--- src/hdl/cssv_pkg.sv ---
// Shared types, character constants and class helpers for the callsign shape validator.
`timescale 1ns / 1ps

package cssv_pkg;

  localparam int unsigned STORE_DEPTH = 9;
  localparam int unsigned CHAR_W      = 7;
  localparam int unsigned CALL_W      = STORE_DEPTH * CHAR_W;

  localparam logic [3:0] DEPTH_LEN  = 4'd9;
  localparam logic [3:0] BASE_MIN   = 4'd3;
  localparam logic [3:0] BASE_MAX   = 4'd7;
  localparam logic [3:0] SUFFIX_MAX = 4'd4;
  localparam logic [3:0] COUNT_MAX  = 4'd15;
  localparam logic [3:0] SSID_MAX   = 4'd2;

  localparam logic [7:0] CASE_OFFSET = 8'd32;
  localparam logic [7:0] CHAR_UP_A   = 8'h41;
  localparam logic [7:0] CHAR_UP_Z   = 8'h5A;
  localparam logic [7:0] CHAR_LO_A   = 8'h61;
  localparam logic [7:0] CHAR_LO_Z   = 8'h7A;
  localparam logic [7:0] CHAR_ZERO   = 8'h30;
  localparam logic [7:0] CHAR_NINE   = 8'h39;
  localparam logic [7:0] CHAR_DASH   = 8'h2D;

  typedef struct packed {
    logic [7:0] character;
    logic       is_last;
  } in_beat_t;

  typedef struct packed {
    logic              valid_res;
    logic [CALL_W-1:0] callsign;
    logic [3:0]        length;
  } out_beat_t;

  function automatic logic is_upper(input logic [7:0] c);
    return c inside {[CHAR_UP_A:CHAR_UP_Z]};
  endfunction

  function automatic logic is_digit(input logic [7:0] c);
    return c inside {[CHAR_ZERO:CHAR_NINE]};
  endfunction

endpackage

--- src/hdl/callsign_shape_validator.sv ---
// Top level of the callsign shape validator: input register, name state and result register.
`timescale 1ns / 1ps

// Callsign shape validator. Feed a station name one character per beat on the in_
// channel, first character first, with is_last set on the final character. Lower-case
// letters are folded to upper case. On the last character the block delivers one
// result beat on the out_ channel: valid_res says whether the name is a legal
// amateur callsign (letters, digits and dash only; a base call of 3 to 7 characters
// made of a 1 to 2 character prefix holding a letter, one call-area digit and 1 to 4
// letters; an optional SSID after the first dash of 1 to 2 letters or digits that is
// not "0"; at most 9 characters in all), callsign holds the upper-cased name at seven
// bits per character (character i in bits 7i+6..7i) and length its character count;
// both read zero when the name is invalid. Characters that are not last produce no
// beat. Throughput is one character per cycle except while a last character waits on a
// stalled result: the checks run in one pass of logic between the input register and
// the result register, so a last character passes from the input register straight
// into the result register, which drives out_valid. in_ready drops only while a last
// character waits behind a result that out_ready has not yet taken. There is no
// clearing pass after reset; the character store is only read at entries written
// for the current name.
module callsign_shape_validator
  import cssv_pkg::*;
(
  input  logic      clk,
  input  logic      rst_n,
  input  logic      in_valid,
  output logic      in_ready,
  input  in_beat_t  in_data,
  output logic      out_valid,
  input  logic      out_ready,
  output out_beat_t out_data
);

  // Input register: holds one accepted character beat.
  logic     in_valid_r;
  in_beat_t in_beat_r;

  // Per-name state.
  logic [CHAR_W-1:0] store_r [STORE_DEPTH];
  logic [3:0]        count_r;
  logic              failed_r;
  logic              dash_seen_r;
  logic [3:0]        dash_pos_r;

  // Result register.
  logic      out_valid_r;
  out_beat_t out_data_r;

  logic advance;

  // A character that is not last never waits; a last one needs room in the
  // result register.
  assign advance  = in_valid_r && (!in_beat_r.is_last || !out_valid_r || out_ready);
  assign in_ready = !in_valid_r || advance;

  // ---------------------------------------------------------------------------
  // Character fold and state update.
  // ---------------------------------------------------------------------------
  logic [7:0]        c_fold;
  logic [CHAR_W-1:0] c7;
  logic              char_ok;
  logic              in_range;
  logic              failed_nxt;
  logic              dash_seen_nxt;
  logic [3:0]        dash_pos_nxt;
  logic [3:0]        count_nxt;
  logic [CHAR_W-1:0] view [STORE_DEPTH];

  always_comb begin
    if (in_beat_r.character inside {[CHAR_LO_A:CHAR_LO_Z]}) begin
      c_fold = in_beat_r.character - CASE_OFFSET;
    end else begin
      c_fold = in_beat_r.character;
    end
    c7       = c_fold[CHAR_W-1:0];
    char_ok  = is_upper(c_fold) || is_digit(c_fold) || (c_fold == CHAR_DASH);
    in_range = count_r < DEPTH_LEN;

    failed_nxt = failed_r || !char_ok || !in_range;

    // Only the first dash splits base call and SSID.
    if ((c_fold == CHAR_DASH) && !dash_seen_r) begin
      dash_seen_nxt = 1'b1;
      dash_pos_nxt  = count_r;
    end else begin
      dash_seen_nxt = dash_seen_r;
      dash_pos_nxt  = dash_pos_r;
    end

    // Saturate the count so an overlong name stays flagged.
    count_nxt = (count_r < COUNT_MAX) ? count_r + 4'd1 : count_r;

    // Store as it looks with this character written in.
    for (int k = 0; k < STORE_DEPTH; k++) begin
      view[k] = (in_range && (count_r == 4'(k))) ? c7 : store_r[k];
    end
  end

  // ---------------------------------------------------------------------------
  // Name checks, evaluated on the last character.
  // ---------------------------------------------------------------------------
  logic [3:0]        n;
  logic [3:0]        cl;
  logic [3:0]        sl;
  logic [3:0]        zero_idx;
  logic [CHAR_W-1:0] zero_char;
  logic              len_ok;
  logic              ssid_ok;
  logic              ssid_dash_bad;
  logic              base_ok;
  logic              name_ok;
  logic [CALL_W-1:0] packed_call;

  always_comb begin
    logic       pat_ok;
    logic       has_alpha;
    logic [3:0] suf;

    n  = count_nxt;
    cl = dash_seen_nxt ? dash_pos_nxt : n;

    len_ok = !failed_nxt && (n <= DEPTH_LEN) && (cl >= BASE_MIN) && (cl <= BASE_MAX);

    // SSID: 1 to 2 characters after the first dash, no second dash, not "0".
    sl       = (n > cl) ? n - cl - 4'd1 : 4'd0;
    zero_idx = cl + 4'd1;
    zero_char     = '0;
    ssid_dash_bad = 1'b0;
    for (int k = 0; k < STORE_DEPTH; k++) begin
      if (zero_idx == 4'(k)) begin
        zero_char = view[k];
      end
      if ((4'(k) > cl) && (4'(k) < n) && ({1'b0, view[k]} == CHAR_DASH)) begin
        ssid_dash_bad = 1'b1;
      end
    end
    ssid_ok = !dash_seen_nxt ||
              ((n > cl) && (sl >= 4'd1) && (sl <= SSID_MAX) && !ssid_dash_bad &&
               !((sl == 4'd1) && ({1'b0, zero_char} == CHAR_ZERO)));

    // Base call: prefix of one or two alphanumerics with a letter, the call-area
    // digit, then 1 to 4 letters up to the end of the base call.
    base_ok = 1'b0;
    for (int pl = 1; pl <= 2; pl++) begin
      pat_ok    = is_digit({1'b0, view[pl]});
      has_alpha = 1'b0;
      suf       = cl - 4'(pl) - 4'd1;
      if ((suf < 4'd1) || (suf > SUFFIX_MAX)) begin
        pat_ok = 1'b0;
      end
      for (int k = 0; k < STORE_DEPTH; k++) begin
        if (k < pl) begin
          if (is_upper({1'b0, view[k]})) begin
            has_alpha = 1'b1;
          end else if (!is_digit({1'b0, view[k]})) begin
            pat_ok = 1'b0;
          end
        end else if ((k > pl) && (4'(k) < cl) && !is_upper({1'b0, view[k]})) begin
          pat_ok = 1'b0;
        end
      end
      if (pat_ok && has_alpha) begin
        base_ok = 1'b1;
      end
    end

    name_ok = len_ok && ssid_ok && base_ok;

    for (int k = 0; k < STORE_DEPTH; k++) begin
      packed_call[k*CHAR_W +: CHAR_W] = (name_ok && (4'(k) < n)) ? view[k] : '0;
    end
  end

  // ---------------------------------------------------------------------------
  // Registers.
  // ---------------------------------------------------------------------------
  always_ff @(posedge clk) begin
    if (!rst_n) begin
      in_valid_r  <= 1'b0;
      count_r     <= '0;
      failed_r    <= 1'b0;
      dash_seen_r <= 1'b0;
      dash_pos_r  <= '0;
      out_valid_r <= 1'b0;
    end else begin
      if (in_ready) begin
        in_valid_r <= in_valid;
      end
      if (advance) begin
        if (in_beat_r.is_last) begin
          // Drop the name state; the store needs no clearing.
          count_r     <= '0;
          failed_r    <= 1'b0;
          dash_seen_r <= 1'b0;
          dash_pos_r  <= '0;
        end else begin
          count_r     <= count_nxt;
          failed_r    <= failed_nxt;
          dash_seen_r <= dash_seen_nxt;
          dash_pos_r  <= dash_pos_nxt;
        end
      end
      // Load a new result beat, or hold the stalled one.
      out_valid_r <= (advance && in_beat_r.is_last) || (out_valid_r && !out_ready);
    end
  end

  // Payload registers: no reset.
  always_ff @(posedge clk) begin
    if (in_valid && in_ready) begin
      in_beat_r <= in_data;
    end
    if (advance && in_range) begin
      for (int k = 0; k < STORE_DEPTH; k++) begin
        if (count_r == 4'(k)) begin
          store_r[k] <= c7;
        end
      end
    end
    if (advance && in_beat_r.is_last) begin
      out_data_r.valid_res <= name_ok;
      out_data_r.callsign  <= packed_call;
      out_data_r.length    <= name_ok ? n : 4'd0;
    end
  end

  assign out_valid = out_valid_r;
  assign out_data  = out_data_r;

endmodule

--- config.mk ---
export PLATFORM = sky130hd
export DESIGN_NAME = callsign_shape_validator
export DESIGN_NICKNAME = d
export VERILOG_FILES = /design/src/hdl/cssv_pkg.sv /design/src/hdl/callsign_shape_validator.sv
export SDC_FILE = /design/constraint.sdc
export NUM_CORES = 1
export LEC_CHECK = 0
export BUFFER_PORTS_ARGS = -buffer_cell sky130_fd_sc_hd__buf_2
export CAP_MARGIN = 20
export CORE_MARGIN = 5
export CORE_UTILIZATION = 54
export DETAILED_ROUTE_END_ITERATION = 16
export GPL_TIMING_DRIVEN = 0
export PLACE_DENSITY = 0.82
export SLEW_MARGIN = 20
export SYNTH_ARGS = -nofsm -noshare
export SYNTH_HDL_FRONTEND = slang
export SYNTH_SLANG_ARGS = --single-unit
--- constraint.sdc ---
create_clock -name clk -period 4.7 [get_ports clk]
set_input_delay 0.94 -clock clk [delete_from_list [all_inputs] [get_ports clk]]
set_output_delay 0.94 -clock clk [all_outputs]
set_load 0.005 [all_outputs]
==> flow_metrics.py <==
metrics = {
    "drt": {
        "drtIter0Drc": 1292,
        "routedWlPerCell_um": 26.8,
        "viasPerCell": 6.86,
        "drc": 0,
        "routed_wl_um": 32700,
        "postRouteAntennaNets": 0,
        "vias": 8392,
        "drtPass1Iterations": 6,
    },
    "worst_setup_path": {
        "max_stage_delay_ps": 600,
        "cp_top_family": "compound AO/OA/AOI/OAI gates",
        "critPathKind": "register to register",
        "cpMostUsedCell": "buf_6",
        "slowest_stage": "or4_4",
        "end_kind": "register",
        "required_ps": 4930,
        "cp_max_fo": 10,
        "cp-start-kind": "register",
        "path_cells": "buf_8, clkinvlp_4, ha_4, inv_2, o21ai_4, inv_4, a221oi_4, buf_6, ha_4, buf_6, xnor2_1, nor4_2, a21o_1, o21ai_1, o311a_1, a22o_1, or4_4, buf_6, buf_4, nor4_1",
        "critPathBufInv": 8,
        "crit_arrival_ps": 5120,
    },
    "pwr": {
        "swShare": 0.252,
        "combPwrFrac": 0.095,
        "seqPwrFrac": 0.467,
        "ir_drop_mv": 0.257,
        "p_leak_nw": 4.04,
        "p_switching_w": 0.000812,
        "p_total_w": 0.00322,
        "power.density_nw_per_um2": 283,
        "pwr-share-clk": 0.438,
        "p_int_w": 0.00241,
    },
    "job": {
        "cap_violations": 0,
    },
    "clock_network": {
        "clk_pin_slew_ps": 70,
        "hold_buffers": 0,
        "cts_tree": "yes",
        "cts_sinks": 152,
        "htree_levels": 4,
        "cts_root_buffer": "clkbuf_16",
        "clk_latency_ps": 450,
        "cts_buffers": 17,
        "clk_path_buf_depth": 2,
    },
    "grt": {
        "grt-ovfl-total": 0,
        "grt_max_degree": 69,
        "grt_pass1_wl_um": 47700,
        "antenna_found_initial": 1,
        "track_usage": 0.325,
        "grt_pass1_vias": 7707,
    },
    "sta": {
        "min_period_ps": 4890,
        "timing.final.crit_share": 1.04,
        "fin_ws_ps": -188,
        "slew_viol_final": 0,
        "whs_ps": 531,
        "max_slew_margin": 0.130,
        "tightestPinTransition_ps": 1290,
        "timing.fmax_ghz": 0.205,
        "hold_viol": 0,
        "tns_ps": -2870,
        "fin_skew_ps": 13.5,
        "setup_viol_count_final": 66,
    },
    "place": {
        "port_buffers": 82,
        "gp_congestion": 1.05,
        "hpwlAfterDp_um": 22700,
    },
    "yosys": {
        "synthSimpleGateAreaFrac": 0.208,
        "syn_nets": 861,
        "synth_compound_area_frac": 0.165,
        "synth_top_area_cell": "edfxtp_1",
        "ys_seq_elements": 152,
        "synth-xor-area-share": 0.00486,
        "synth_edf_count": 140,
        "synth_area_leaders": "edfxtp_1 47%, mux2i_1 3.6%, nor4_1 3.0%",
        "synth_adder_area_share": 0.0231,
        "synth_mux_area_frac": 0.0592,
        "ys_warn_count": 0,
        "synthFlopType": "edfxtp_1",
        "synth_top_area_frac": 0.467,
        "syn_area_um2": 9010,
        "synth_top_family_by_area": "simple AND/OR/NAND/NOR gates",
        "ys_types": 92,
        "synth.most_common_cell": "edfxtp_1",
        "synth_common_cells": "140 x edfxtp_1, 69 x nand2_1, 57 x nor2_1, 43 x nor4_1, 33 x a21oi_1",
        "syn_inst": 832,
        "ys_seq_area_frac": 0.493,
        "async_reset_ff_frac": 0,
        "synth_area_per_cell_um2": 10.8,
    },
    "floorplan": {
        "die_area_um2": 19400,
        "dieWidth_um": 139,
        "io_pins": 83,
        "start_util": 0.547,
        "core_um2": 16500,
        "fp.dieH_um": 139,
        "num_rows": 47,
    },
    "cells_and_area": {
        "post-route-util": 0.691,
        "drive_gt1_frac": 0.329,
        "area_growth_pct": 26.4,
        "nets": 1019,
        "antenna_cells": 0,
    },
    "outcome": {
        "status": "complete, but fails checks",
        "violations": "negative setup slack",
    },
    "hold_path": {
        "hp-class": "register to register",
    },
}
[through the flow]
step                instance area, um2  instances  setup WS, ps
global placement                  9710       1134         -1400
CTS                              10900       1195          3.31
detailed placement                9770       1136         -1360
finish                           11400       1223          -188
global route                     11400       1223          -250
floorplan                         9030        832          40.8
[path summary, 6_finish.rpt]
check	startpoint	end	slack, ps	depth (start not counted)
setup / recovery	count_r[1]	out_data[11]	-190	20
hold reg to reg	failed_r	failed_r	530	2
hold / removal	failed_r	failed_r	530	2
setup reg to reg	count_r[1]	out_data[11]	-190	20
[worst min-delay path: cells and delay by family (launching register included)]
family / cells / cell delay (ps)
flops: 1 / 320
simple gates: 2 / 170
[routing by layer]
| metal | wire length, um | vias up | GRT usage |
|---|---|---|---|
| li1 | - | 3587 | - |
| met5 | 10 | - | 0 |
| met3 | 4310 | 149 | 0.0955 |
| met4 | 1770 | 2 | 0.149 |
| met1 | 12300 | 3985 | 0.432 |
| met2 | 14300 | 669 | 0.494 |
[placed cells by master, fill, tap and decap left out, types with 9 or more instances in the layout]
| master | n |
|---|---|
| edfxtp_1 | 140 |
| buf_2 | 90 |
| nand2_1 | 68 |
| buf_4 | 61 |
| nor2_1 | 56 |
| nor4_1 | 32 |
| a21oi_1 | 31 |
| mux2i_1 | 31 |
| nand3_1 | 26 |
| o21ai_0 | 24 |
| nor3_1 | 24 |
| clkbuf_1 | 20 |
| nor4_2 | 19 |
| clkbuf_16 | 18 |
| buf_6 | 15 |
| nor2b_1 | 14 |
| o211ai_1 | 13 |
| inv_1 | 12 |
| mux2_2 | 10 |
| dfxtp_1 | 10 |
| and3_1 | 9 |
| nand3b_1 | 9 |
| nand4_1 | 9 |
| ha_1 | 9 |
[cells by family (layout without fill, tap and decap cells)]
kind of cell | count (synthesis) | in the layout
mux | 49 | 49
simple gates | 330 | 330
compound gates | 191 | 191
fa+ha+maj | 16 | 16
flops | 152 | 152
buf+inv | 89 | 260
xor+xnor | 5 | 5
[timing repair]
item,4_1_cts,5_1_grt
buffers inserted,29,26
pin swaps,10,24
resized for setup,58,73
hold endpoints to repair,0,0
endpoints found under the setup margin,68,68
gates cloned,0,2
[registers in the layout (all words and copies together), names as in the netlist]
signal and flops:
dash_pos_r 4, failed_r 1, out_data 68, out_valid 1
dash_seen_r 1, in_beat_r 9, store_r 63, count_r 4
in_valid_r 1
[final cells by class]
class / instances / area [um2]
plain buffers: 63 / 475
clock buffers: 17 / 425
clock inverters: 15 / 178
fillers: 1201 / 5080
inverters: 24 / 105
multi-input cells: 591 / 4570
flip-flops and latches: 152 / 4450
well taps: 220 / 275
repair buffers: 141 / 902
[power by group through the flow]
stage | combinational, W | sequential (W) | clock (W)
finish | 0.000305 | 0.00150 | 0.00141
global route | 0.000317 | 0.00151 | 0.00148
CTS | 0.000268 | 0.00150 | 0.00141
detailed placement | 0.000227 | 0.00154 | 0
global placement | 0.000222 | 0.00154 | 0
floorplan | 0.000140 | 0.00154 | 0
No activity file was read; power rests on OpenSTA's default activity.
